**src/sv/cpf_pkg.sv**
```systemverilog
`timescale 1ns / 1ps
// Types, codes and command tables shared by the picture fetch sequencer.
// No dependencies.
package cpf_pkg;

    localparam int PACKET_BYTES_DEF  = 256;
    localparam int PAYLOAD_BYTES_DEF = 250;
    localparam int JOB_DEPTH         = 2;
    localparam int RES_DEPTH         = 2;

    localparam logic [1:0] MODE_START = 2'd0;
    localparam logic [1:0] MODE_CAM   = 2'd1;
    localparam logic [1:0] MODE_HOST  = 2'd2;

    localparam logic [1:0] TGT_CAM    = 2'd0;
    localparam logic [1:0] TGT_HOST   = 2'd1;
    localparam logic [1:0] TGT_STATUS = 2'd2;

    localparam logic [2:0] ST_OK      = 3'd0;
    localparam logic [2:0] ST_BAD_ACK = 3'd1;
    localparam logic [2:0] ST_BAD_HDR = 3'd2;
    localparam logic [2:0] ST_UNEXP   = 3'd3;
    localparam logic [2:0] ST_DONE    = 3'd4;

    localparam logic [7:0] SYNC_BYTE = 8'hAA;
    localparam logic [7:0] ACK_ID    = 8'h0E;
    localparam logic [7:0] DATA_ID   = 8'h0A;
    localparam logic [7:0] DATA_SUB  = 8'h05;
    localparam logic [7:0] CHAR_K    = 8'h4B;
    localparam logic [7:0] CHAR_O    = 8'h4F;
    localparam logic [7:0] CC_INIT   = 8'h01;
    localparam logic [7:0] CC_PKG    = 8'h06;
    localparam logic [7:0] CC_PIC    = 8'h04;

    localparam logic [2:0] FRAME_LAST = 3'd5;

    typedef enum logic [3:0] {
        PH_IDLE,
        PH_ACK_INIT,
        PH_ACK_PKG,
        PH_ACK_PIC,
        PH_HEADER,
        PH_WAIT_K,
        PH_PACKET,
        PH_WAIT_O,
        PH_ERROR
    } phase_t;

    typedef enum logic [2:0] {
        JOB_INITIAL,
        JOB_PKGSIZE,
        JOB_GETPIC,
        JOB_ACK,
        JOB_HEADER,
        JOB_BYTE,
        JOB_STATUS
    } job_kind_t;

    typedef struct packed {
        job_kind_t   kind;
        logic [2:0]  status;
        logic [23:0] data;
    } job_t;

    typedef struct packed {
        logic [1:0] mode;
        logic [7:0] in_byte;
    } in_word_t;

    typedef struct packed {
        logic [1:0] target;
        logic [7:0] out_byte;
        logic [2:0] status;
        logic       last;
    } out_word_t;

    // Camera command frames, byte by byte.
    function automatic logic [7:0] cmd_byte(input job_kind_t kind, input logic [2:0] idx);
        logic [7:0] b;
        b = 8'h00;
        case (idx)
            3'd0: b = SYNC_BYTE;
            3'd1:
            begin
                case (kind)
                    JOB_INITIAL: b = 8'h01;
                    JOB_PKGSIZE: b = 8'h06;
                    default:     b = 8'h04;
                endcase
            end
            3'd2:
            begin
                case (kind)
                    JOB_INITIAL: b = 8'h00;
                    JOB_PKGSIZE: b = 8'h08;
                    default:     b = 8'h05;
                endcase
            end
            3'd3: b = (kind == JOB_INITIAL) ? 8'h07 : 8'h00;
            3'd4:
            begin
                case (kind)
                    JOB_INITIAL: b = 8'h03;
                    JOB_PKGSIZE: b = 8'h01;
                    default:     b = 8'h00;
                endcase
            end
            3'd5: b = (kind == JOB_INITIAL) ? 8'h07 : 8'h00;
            default: b = 8'h00;
        endcase
        return b;
    endfunction

endpackage

```
**src/sv/cpf_fifo.sv**
```systemverilog
`timescale 1ns / 1ps
// Small first-word-fall-through queue on flops.
// No dependencies.
module cpf_fifo #(
    parameter type T     = logic,
    parameter int  DEPTH = 2
) (
    input  logic clk,
    input  logic rst_n,
    input  logic push,
    input  T     data_in,
    output logic full,
    input  logic pop,
    output T     data_out,
    output logic empty
);
    localparam int PW = (DEPTH > 1) ? $clog2(DEPTH) : 1;
    localparam int CW = $clog2(DEPTH + 1);

    T                mem_reg [DEPTH];
    logic [PW-1:0]   wr_ptr_reg, wr_ptr_next;
    logic [PW-1:0]   rd_ptr_reg, rd_ptr_next;
    logic [CW-1:0]   count_reg, count_next;
    logic            do_push, do_pop;

    assign full     = (count_reg == CW'(DEPTH));
    assign empty    = (count_reg == '0);
    assign do_push  = push && !full;
    assign do_pop   = pop && !empty;
    assign data_out = mem_reg[rd_ptr_reg];

    always_comb
    begin
        wr_ptr_next = wr_ptr_reg;
        rd_ptr_next = rd_ptr_reg;
        count_next  = count_reg;
        if (do_push)
            wr_ptr_next = (wr_ptr_reg == PW'(DEPTH - 1)) ? '0 : wr_ptr_reg + 1'b1;
        if (do_pop)
            rd_ptr_next = (rd_ptr_reg == PW'(DEPTH - 1)) ? '0 : rd_ptr_reg + 1'b1;
        if (do_push && !do_pop)
            count_next = count_reg + 1'b1;
        else if (do_pop && !do_push)
            count_next = count_reg - 1'b1;
    end

    always_ff @(posedge clk or negedge rst_n)
    begin
        if (!rst_n)
        begin
            wr_ptr_reg <= '0;
            rd_ptr_reg <= '0;
            count_reg  <= '0;
        end
        else
        begin
            wr_ptr_reg <= wr_ptr_next;
            rd_ptr_reg <= rd_ptr_next;
            count_reg  <= count_next;
        end
    end

    always_ff @(posedge clk)
    begin
        if (do_push)
            mem_reg[wr_ptr_reg] <= data_in;
    end

endmodule

```
**src/sv/cpf_front.sv**
```systemverilog
`timescale 1ns / 1ps
// Front end: protocol phase tracking, acknowledge and header checks, packet
// bookkeeping. Emits at most one job per accepted word. Depends on cpf_pkg.
module cpf_front #(
    parameter int PACKET_BYTES  = cpf_pkg::PACKET_BYTES_DEF,
    parameter int PAYLOAD_BYTES = cpf_pkg::PAYLOAD_BYTES_DEF
) (
    input  logic              clk,
    input  logic              rst_n,
    input  logic              accept,
    input  cpf_pkg::in_word_t item,
    input  logic              cfg_we,
    input  logic              cfg_data,
    output logic              job_valid,
    output cpf_pkg::job_t     job
);
    import cpf_pkg::*;

    localparam int          IDXW    = $clog2(PACKET_BYTES + 1);
    localparam logic [23:0] PAYLOAD = 24'(PAYLOAD_BYTES);

    phase_t          phase_reg, phase_next;
    logic [IDXW-1:0] idx_reg, idx_next;
    logic [16:0]     pkt_reg, pkt_next;
    logic [23:0]     rem_reg, rem_next;
    logic            match_reg, match_next;
    logic            cont_reg;

    logic [7:0]      b;
    logic [7:0]      cc;
    logic            bad_byte, match_new, six_end;
    logic [23:0]     hdr_size;
    logic            pkt_full;
    logic [IDXW-1:0] limit, idx_inc;
    logic [IDXW:0]   idx_plus2;
    logic            fwd_byte, pkt_end;
    logic [23:0]     rem_sub;
    logic            rem_sub_full;

    assign b = item.in_byte;

    always_comb
    begin
        case (phase_reg)
            PH_ACK_INIT: cc = CC_INIT;
            PH_ACK_PKG:  cc = CC_PKG;
            default:     cc = CC_PIC;
        endcase
    end

    // Per-position compare; byte 3 of an acknowledge is don't care.
    always_comb
    begin
        bad_byte = 1'b0;
        if (phase_reg == PH_HEADER)
        begin
            case (idx_reg)
                IDXW'(0): bad_byte = (b != SYNC_BYTE);
                IDXW'(1): bad_byte = (b != DATA_ID);
                IDXW'(2): bad_byte = (b != DATA_SUB);
                default:  bad_byte = 1'b0;
            endcase
        end
        else
        begin
            case (idx_reg)
                IDXW'(0): bad_byte = (b != SYNC_BYTE);
                IDXW'(1): bad_byte = (b != ACK_ID);
                IDXW'(2): bad_byte = (b != cc);
                IDXW'(4): bad_byte = (b != 8'h00);
                IDXW'(5): bad_byte = (b != 8'h00);
                default:  bad_byte = 1'b0;
            endcase
        end
    end

    assign match_new = match_reg && !bad_byte;
    assign six_end   = (idx_reg == IDXW'(FRAME_LAST));
    assign hdr_size  = {b, rem_reg[15:0]};

    assign pkt_full     = (rem_reg >= PAYLOAD);
    assign limit        = pkt_full ? IDXW'(PACKET_BYTES) : IDXW'(6) + IDXW'(rem_reg);
    assign idx_inc      = idx_reg + 1'b1;
    assign idx_plus2    = {1'b0, idx_reg} + (IDXW+1)'(2);
    assign fwd_byte     = (idx_reg >= IDXW'(4)) && (idx_plus2 < {1'b0, limit});
    assign pkt_end      = (idx_inc >= limit);
    assign rem_sub      = rem_reg - PAYLOAD;
    assign rem_sub_full = (rem_sub >= PAYLOAD);

    // Next phase
    always_comb
    begin
        phase_next = phase_reg;
        if (accept)
        begin
            case (item.mode)
                MODE_START:
                begin
                    if (phase_reg == PH_IDLE || phase_reg == PH_ERROR)
                        phase_next = PH_ACK_INIT;
                end
                MODE_CAM:
                begin
                    case (phase_reg)
                        PH_ACK_INIT, PH_ACK_PKG, PH_ACK_PIC:
                        begin
                            if (six_end)
                            begin
                                if (!match_new)
                                    phase_next = PH_ERROR;
                                else if (phase_reg == PH_ACK_INIT)
                                    phase_next = PH_ACK_PKG;
                                else if (phase_reg == PH_ACK_PKG)
                                    phase_next = PH_ACK_PIC;
                                else
                                    phase_next = PH_HEADER;
                            end
                        end
                        PH_HEADER:
                        begin
                            if (six_end)
                                phase_next = match_new ? PH_WAIT_K : PH_ERROR;
                        end
                        PH_PACKET:
                        begin
                            if (pkt_end)
                            begin
                                if (pkt_full && (rem_sub_full || rem_sub != '0))
                                    phase_next = PH_PACKET;
                                else
                                    phase_next = PH_WAIT_O;
                            end
                        end
                        default: phase_next = phase_reg;
                    endcase
                end
                MODE_HOST:
                begin
                    if (phase_reg == PH_WAIT_K)
                        phase_next = (!pkt_full && rem_reg == '0) ? PH_WAIT_O : PH_PACKET;
                    else if (phase_reg == PH_WAIT_O)
                        phase_next = cont_reg ? PH_ACK_PIC : PH_IDLE;
                end
                default: phase_next = phase_reg;
            endcase
        end
    end

    // Counters and job output
    always_comb
    begin
        idx_next   = idx_reg;
        pkt_next   = pkt_reg;
        rem_next   = rem_reg;
        match_next = match_reg;
        job_valid  = 1'b0;
        job.kind   = JOB_STATUS;
        job.status = ST_OK;
        job.data   = '0;
        if (accept)
        begin
            case (item.mode)
                MODE_START:
                begin
                    if (phase_reg == PH_IDLE || phase_reg == PH_ERROR)
                    begin
                        job_valid  = 1'b1;
                        job.kind   = JOB_INITIAL;
                        idx_next   = '0;
                        match_next = 1'b1;
                    end
                end
                MODE_CAM:
                begin
                    case (phase_reg)
                        PH_ACK_INIT, PH_ACK_PKG, PH_ACK_PIC:
                        begin
                            idx_next   = idx_inc;
                            match_next = match_new;
                            if (six_end)
                            begin
                                idx_next   = '0;
                                match_next = 1'b1;
                                if (!match_new)
                                begin
                                    job_valid  = 1'b1;
                                    job.kind   = JOB_STATUS;
                                    job.status = ST_BAD_ACK;
                                end
                                else if (phase_reg == PH_ACK_INIT)
                                begin
                                    job_valid = 1'b1;
                                    job.kind  = JOB_PKGSIZE;
                                end
                                else if (phase_reg == PH_ACK_PKG)
                                begin
                                    job_valid = 1'b1;
                                    job.kind  = JOB_GETPIC;
                                end
                            end
                        end
                        PH_HEADER:
                        begin
                            idx_next   = idx_inc;
                            match_next = match_new;
                            if (idx_reg == IDXW'(3))
                                rem_next[7:0] = b;
                            if (idx_reg == IDXW'(4))
                                rem_next[15:8] = b;
                            if (six_end)
                            begin
                                rem_next   = hdr_size;
                                idx_next   = '0;
                                match_next = 1'b1;
                                job_valid  = 1'b1;
                                if (match_new)
                                begin
                                    job.kind = JOB_HEADER;
                                    job.data = hdr_size;
                                end
                                else
                                begin
                                    job.kind   = JOB_STATUS;
                                    job.status = ST_BAD_HDR;
                                end
                            end
                        end
                        PH_PACKET:
                        begin
                            idx_next = idx_inc;
                            if (fwd_byte)
                            begin
                                job_valid = 1'b1;
                                job.kind  = JOB_BYTE;
                                job.data  = {16'h0000, b};
                            end
                            if (pkt_end)
                            begin
                                // next packet, or the extra acknowledge after the last one
                                idx_next  = '0;
                                job_valid = 1'b1;
                                job.kind  = JOB_ACK;
                                job.data  = 24'(pkt_reg + 1'b1);
                                if (pkt_full)
                                begin
                                    pkt_next = pkt_reg + 1'b1;
                                    rem_next = rem_sub;
                                end
                            end
                        end
                        default: idx_next = idx_reg;
                    endcase
                end
                MODE_HOST:
                begin
                    if (phase_reg == PH_WAIT_K)
                    begin
                        job_valid  = 1'b1;
                        job.kind   = JOB_ACK;
                        job.status = (b == CHAR_K) ? ST_OK : ST_UNEXP;
                        job.data   = '0;
                        pkt_next   = '0;
                        idx_next   = '0;
                    end
                    else if (phase_reg == PH_WAIT_O)
                    begin
                        job_valid  = 1'b1;
                        job.status = (b == CHAR_O) ? ST_DONE : ST_UNEXP;
                        idx_next   = '0;
                        if (cont_reg)
                        begin
                            job.kind   = JOB_GETPIC;
                            match_next = 1'b1;
                        end
                        else
                            job.kind = JOB_STATUS;
                    end
                end
                default: idx_next = idx_reg;
            endcase
        end
    end

    always_ff @(posedge clk or negedge rst_n)
    begin
        if (!rst_n)
        begin
            phase_reg <= PH_IDLE;
            idx_reg   <= '0;
            pkt_reg   <= '0;
            rem_reg   <= '0;
            match_reg <= 1'b1;
            cont_reg  <= 1'b0;
        end
        else
        begin
            phase_reg <= phase_next;
            idx_reg   <= idx_next;
            pkt_reg   <= pkt_next;
            rem_reg   <= rem_next;
            match_reg <= match_next;
            if (cfg_we)
                cont_reg <= cfg_data;
        end
    end

endmodule

```
**src/sv/cpf_back.sv**
```systemverilog
`timescale 1ns / 1ps
// Back end: expands one job into its output words, one word per cycle
// while the result queue has room. Depends on cpf_pkg.
module cpf_back (
    input  logic               clk,
    input  logic               rst_n,
    input  logic               job_empty,
    input  cpf_pkg::job_t      job,
    output logic               job_pop,
    input  logic               res_full,
    output logic               res_push,
    output cpf_pkg::out_word_t res
);
    import cpf_pkg::*;

    logic [2:0] cnt_reg, cnt_next;
    logic       single;
    logic       is_last;

    assign single   = (job.kind == JOB_BYTE) || (job.kind == JOB_STATUS);
    assign is_last  = single || (cnt_reg == FRAME_LAST);
    assign res_push = !job_empty && !res_full;
    assign job_pop  = res_push && is_last;

    always_comb
    begin
        res.status   = job.status;
        res.last     = is_last;
        res.target   = TGT_CAM;
        res.out_byte = 8'h00;
        case (job.kind)
            JOB_INITIAL, JOB_PKGSIZE, JOB_GETPIC:
                res.out_byte = cmd_byte(job.kind, cnt_reg);
            JOB_ACK:
            begin
                case (cnt_reg)
                    3'd0:    res.out_byte = SYNC_BYTE;
                    3'd1:    res.out_byte = ACK_ID;
                    3'd4:    res.out_byte = job.data[7:0];
                    3'd5:    res.out_byte = job.data[15:8];
                    default: res.out_byte = 8'h00;
                endcase
            end
            JOB_HEADER:
            begin
                res.target = TGT_HOST;
                case (cnt_reg)
                    3'd0:    res.out_byte = SYNC_BYTE;
                    3'd1:    res.out_byte = DATA_ID;
                    3'd2:    res.out_byte = DATA_SUB;
                    3'd3:    res.out_byte = job.data[7:0];
                    3'd4:    res.out_byte = job.data[15:8];
                    default: res.out_byte = job.data[23:16];
                endcase
            end
            JOB_BYTE:
            begin
                res.target   = TGT_HOST;
                res.out_byte = job.data[7:0];
            end
            default:
                res.target = TGT_STATUS;
        endcase
    end

    always_comb
    begin
        cnt_next = cnt_reg;
        if (res_push)
            cnt_next = is_last ? 3'd0 : cnt_reg + 3'd1;
    end

    always_ff @(posedge clk or negedge rst_n)
    begin
        if (!rst_n)
            cnt_reg <= 3'd0;
        else
            cnt_reg <= cnt_next;
    end

endmodule

```
**src/sv/camera_picture_fetch_sequencer.sv**
```systemverilog
`timescale 1ns / 1ps
// Top level of the camera picture fetch sequencer.
// Depends on cpf_pkg, cpf_fifo, cpf_front, cpf_back.
//
// Channel   Handshake                 Word
// -------   -----------------------   ------------------------------------
// item      push / full               in_word_t  {mode, in_byte}
// result    pop / empty               out_word_t {target, out_byte, status, last}
// cfg       cfg_valid / cfg_ready     cfg_data: continuous mode bit
//
// A word is taken whenever full is low; the front end turns it into at most one
// job (command, acknowledge, header forward, data byte or status). A job drains
// at one result word per cycle while the result queue has room, paced by the
// back end's word counter. Reset is immediate: all queues empty, phase idle.
// full rises only when the job queue is full; a stalled result side fills the
// result queue, then the job queue, then pushes back on the input.
module camera_picture_fetch_sequencer #(
    parameter int PACKET_BYTES  = cpf_pkg::PACKET_BYTES_DEF,
    parameter int PAYLOAD_BYTES = cpf_pkg::PAYLOAD_BYTES_DEF
) (
    input  logic               clk,
    input  logic               rst_n,
    input  logic               push,
    input  cpf_pkg::in_word_t  item,
    output logic               full,
    input  logic               pop,
    output cpf_pkg::out_word_t result,
    output logic               empty,
    input  logic               cfg_valid,
    input  logic               cfg_data,
    output logic               cfg_ready
);
    import cpf_pkg::*;

    logic      accept;
    logic      job_valid;
    job_t      job_in, job_head;
    logic      job_empty, job_pop;
    logic      res_full, res_push;
    out_word_t res_word;

    // Config register is a single flop; always writable.
    assign cfg_ready = 1'b1;
    assign accept    = push && !full;

    cpf_front #(
        .PACKET_BYTES  (PACKET_BYTES),
        .PAYLOAD_BYTES (PAYLOAD_BYTES)
    ) u_front (
        .clk       (clk),
        .rst_n     (rst_n),
        .accept    (accept),
        .item      (item),
        .cfg_we    (cfg_valid && cfg_ready),
        .cfg_data  (cfg_data),
        .job_valid (job_valid),
        .job       (job_in)
    );

    // Job queue decouples classification from word generation.
    cpf_fifo #(
        .T     (job_t),
        .DEPTH (JOB_DEPTH)
    ) u_job_q (
        .clk      (clk),
        .rst_n    (rst_n),
        .push     (job_valid),
        .data_in  (job_in),
        .full     (full),
        .pop      (job_pop),
        .data_out (job_head),
        .empty    (job_empty)
    );

    cpf_back u_back (
        .clk       (clk),
        .rst_n     (rst_n),
        .job_empty (job_empty),
        .job       (job_head),
        .job_pop   (job_pop),
        .res_full  (res_full),
        .res_push  (res_push),
        .res       (res_word)
    );

    // Result queue: two-entry first-word-fall-through queue.
    cpf_fifo #(
        .T     (out_word_t),
        .DEPTH (RES_DEPTH)
    ) u_res_q (
        .clk      (clk),
        .rst_n    (rst_n),
        .push     (res_push),
        .data_in  (res_word),
        .full     (res_full),
        .pop      (pop),
        .data_out (result),
        .empty    (empty)
    );

endmodule

```
**config.mk**
```make
export PLATFORM = sky130hd
export DESIGN_NAME = camera_picture_fetch_sequencer
export DESIGN_NICKNAME = d
export VERILOG_FILES = /design/src/sv/cpf_pkg.sv /design/src/sv/cpf_fifo.sv /design/src/sv/cpf_front.sv /design/src/sv/cpf_back.sv /design/src/sv/camera_picture_fetch_sequencer.sv
export SDC_FILE = /design/constraint.sdc
export NUM_CORES = 1
export LEC_CHECK = 0
export BUFFER_PORTS_ARGS = -buffer_cell sky130_fd_sc_hd__clkbuf_2
export CAP_MARGIN = 20
export CORE_ASPECT_RATIO = 1.4
export CORE_MARGIN = 4
export CORE_UTILIZATION = 40
export CTS_BUF_LIST = sky130_fd_sc_hd__clkbuf_8 sky130_fd_sc_hd__clkbuf_16
export DETAILED_ROUTE_END_ITERATION = 8
export PLACE_DENSITY_LB_ADDON = 0.15
export SLEW_MARGIN = 20
export SYNTH_ARGS = -nofsm -noshare
export SYNTH_HDL_FRONTEND = slang
export SYNTH_SLANG_ARGS = --single-unit
```
**constraint.sdc**
```tcl
create_clock -name clk -period 7.3 [get_ports clk]
set_input_delay 1.095 -clock clk [delete_from_list [all_inputs] [get_ports clk]]
set_output_delay 1.095 -clock clk [all_outputs]
set_load 0.02 [all_outputs]
```
==> flow_metrics.env <==
export IMPL_ios=33
export IMPL_ys_seq_area_share_pct=43.5
export IMPL_clock_sinks=155
export IMPL_rsz0062_at_grt="no"
export IMPL_htree_levels=4
export IMPL_reg2reg_depth=13
export IMPL_viasPerCell=5.91
export IMPL_maxSlewViolCount=0
export IMPL_drtPass1Iterations=5
export IMPL_io_buffers=31
export IMPL_clk_latency_ns=0.44
export IMPL_rrSetupSlack_ns=2.49
export IMPL_min_path_type="flip-flop to flip-flop"
export IMPL_cts_root_buf="clkbuf_16"
export IMPL_synth_edf_count=88
export IMPL_synth_nets=1084
export IMPL_crit_path_start_kind="flip-flop"
export IMPL_grt_pass1_wl_um=44200
export IMPL_period_share_pct=65.9
export IMPL_yosysUniqueCellTypes=94
export IMPL_synth_common_cells="106 x nor2_1, 90 x nand2_1, 88 x edfxtp_1, 73 x o21ai_0, 66 x dfrtp_1"
export IMPL_vdd_drop_max_v=0.000185
export IMPL_die_h_um=194
export IMPL_cts_buffer_depth=2
export IMPL_cts_setup_buffers=0
export IMPL_fmax_ghz=0.208
export IMPL_cts_buffers=17
export IMPL_min_path_cells=1
export IMPL_area_growth_pct=9.98
export IMPL_yosysMostFrequentCell="nor2_1"
export IMPL_place_area_sq_um=10300
export IMPL_maxCapViolations=0
export IMPL_die_area_sq_um=27400
export IMPL_antenna_found_initial=0
export IMPL_num_vias=8015
export IMPL_die_w_um=141
export IMPL_critPathKind="flip-flop to flip-flop"
export IMPL_ctsHoldBuffers=0
export IMPL_core_sq_um=24600
export IMPL_grt_max_degree=68
export IMPL_worstPathMaxFanout=30
export IMPL_synthCells=1033
export IMPL_syn_area_sq_um=9930
export IMPL_hold_viol=0
export IMPL_totalWireLength_um=27800
export IMPL_start_util_pct=40.4
export IMPL_power_per_cell_area_nw_per_um2=348
export IMPL_diodes=0
export IMPL_synth_area_leader_cell="edfxtp_1"
export IMPL_post_cts_resized=0
export IMPL_nets=1079
export IMPL_synth_top_area_share_pct=26.6
export IMPL_synth_main_ff_cell="edfxtp_1"
export IMPL_largest_reg_flops=60
export IMPL_p_leak_nw=4.07
export IMPL_grtUsageTotal_pct=20.4
export IMPL_final_setup_tns_ns=0
export IMPL_cp_arrival_ns=4.86
export IMPL_dpl_hpwl_um=20000
export IMPL_status="completed"
export IMPL_clock_skew_final_ns=0.0157
export IMPL_finalSetupViolCount=0
export IMPL_relSlewSlack_pct=26.4
export IMPL_yosysWarnings=0
export IMPL_drtIter0Drc=512
export IMPL_wire_per_inst_um=20.5
export IMPL_synth_area_leaders="edfxtp_1 27%, dfrtp_1 17%, ha_1 4.4%, nor2_1 4.0%, mux2_2 3.7%"
export IMPL_design_area_sq_um=10900
export IMPL_cp_end_kind="flip-flop"
export IMPL_fin_crit_ns=4.81
export IMPL_async_reset_ff_share_pct=43.2
export IMPL_drtAntennaViolNets=0
export IMPL_ys_ff_latch=155
export IMPL_drive_gt1_share_pct=14.0
export IMPL_grt_pass1_vias=7975
export IMPL_synth_area_per_cell_sq_um=9.61
export IMPL_overflow=0
export IMPL_place_congestion=0.880
export IMPL_worst_pin_slew_ns=1.10
export IMPL_critPathRequiredTime_ns=7.35
export IMPL_drc=0
export IMPL_clk_pin_slew_ns=0.07
export IMPL_row_count=68
export IMPL_cts_tree="built"
critical path: stages, from the launching register on:
cell	delay [ns]
dfrtp_1	0.51
nor4_4	0.53
nand4_4	0.21
nor3b_2	0.21
buf_4	0.24
nand2_1	0.12
ha_1	0.29
a21boi_0	0.24
o221ai_1	0.16
o221ai_1	0.44
a21oi_4	0.15
a21oi_1	0.25
nand3_1	0.18
a31oi_4	0.86
cells in the final DEF, fill, tap and decap left out, drive strengths merged, types with 6 or more instances in the layout:
cell type  instances
a21oi             56
o21ai             90
nor2b             11
o31ai             13
and2               7
and3              13
nor2             109
xor2              23
a22oi             20
mux2i             16
dfrtp             66
a31oi             18
nand2             90
o22ai             11
a211oi             7
nand2b            11
xnor2             27
nor4              14
nand4             10
buf               14
or3                7
o211ai             7
nand3             35
a32oi              8
o21a               6
ha                35
mux2              34
edfxtp            88
nor3              27
inv               35
clkbuf            48
cell families (layout without fill, tap and decap cells):
group,count (synthesis),in the layout,synth area share (%)
AND/OR/NAND/NOR,357,357,18.5
AO/OA/AOI/OAI,290,290,19.7
flip-flops,155,155,43.5
buffers and inverters,95,103,3.97
XOR/XNOR,50,50,4.41
multiplexers,50,50,5.47
adder cells (fa/ha/maj),35,35,4.41
other,1,1,0.0378
through the flow:
stage               setup slack [ns]  power, mW  hold WS, ns  utilization [%]  instances
floorplan                       1.93       2.50        0.455                -       1033
global placement                2.45       2.90        0.481             41.9       1322
detailed placement              2.33       2.92        0.495             41.9       1322
CTS                             2.31       3.82        0.507             44.3       1354
global route                    2.16       4.05        0.527             44.4       1356
finish                          2.49       3.80        0.502             44.4       1356
worst paths after layout:
path	from	to
worst min register to register	u_job_q.count_reg[1]	u_job_q.count_reg[1]
min in group asynchronous	rst_n	u_back.cnt_reg[2]
worst max register to register	u_front.rem_reg[8]	u_job_q.mem_reg[0][23]
max in group asynchronous	rst_n	u_front.match_reg
worst max-delay path	u_front.rem_reg[8]	u_job_q.mem_reg[0][23]
worst min-delay path	u_job_q.count_reg[1]	u_job_q.count_reg[1]
area by class of cell:
cell class,instances,area (sq um)
fill,2390,13700
multi-input combinational,783,5240
sequential,155,4320
clock buffer,18,439
tap,315,394
timing repair buffer,44,273
clock inverter,14,150
inverter,27,101
where the power goes:
group	switching (mW)	internal [mW]
Sequential	0.255	1.16
Clock	0.401	0.492
Combinational	0.917	0.577
metal layers:
| metal | up-vias | wire (um) | GRT usage [%] |
|---|---|---|---|
| li1 | 3821 | - | - |
| met3 | 59 | 1110 | 3.37 |
| met5 | - | 0 | 0 |
| met4 | 0 | 986 | 8.22 |
| met1 | 3899 | 11200 | 24.0 |
| met2 | 236 | 14500 | 36.6 |
Note: power is estimated with default switching activity, not from simulation.
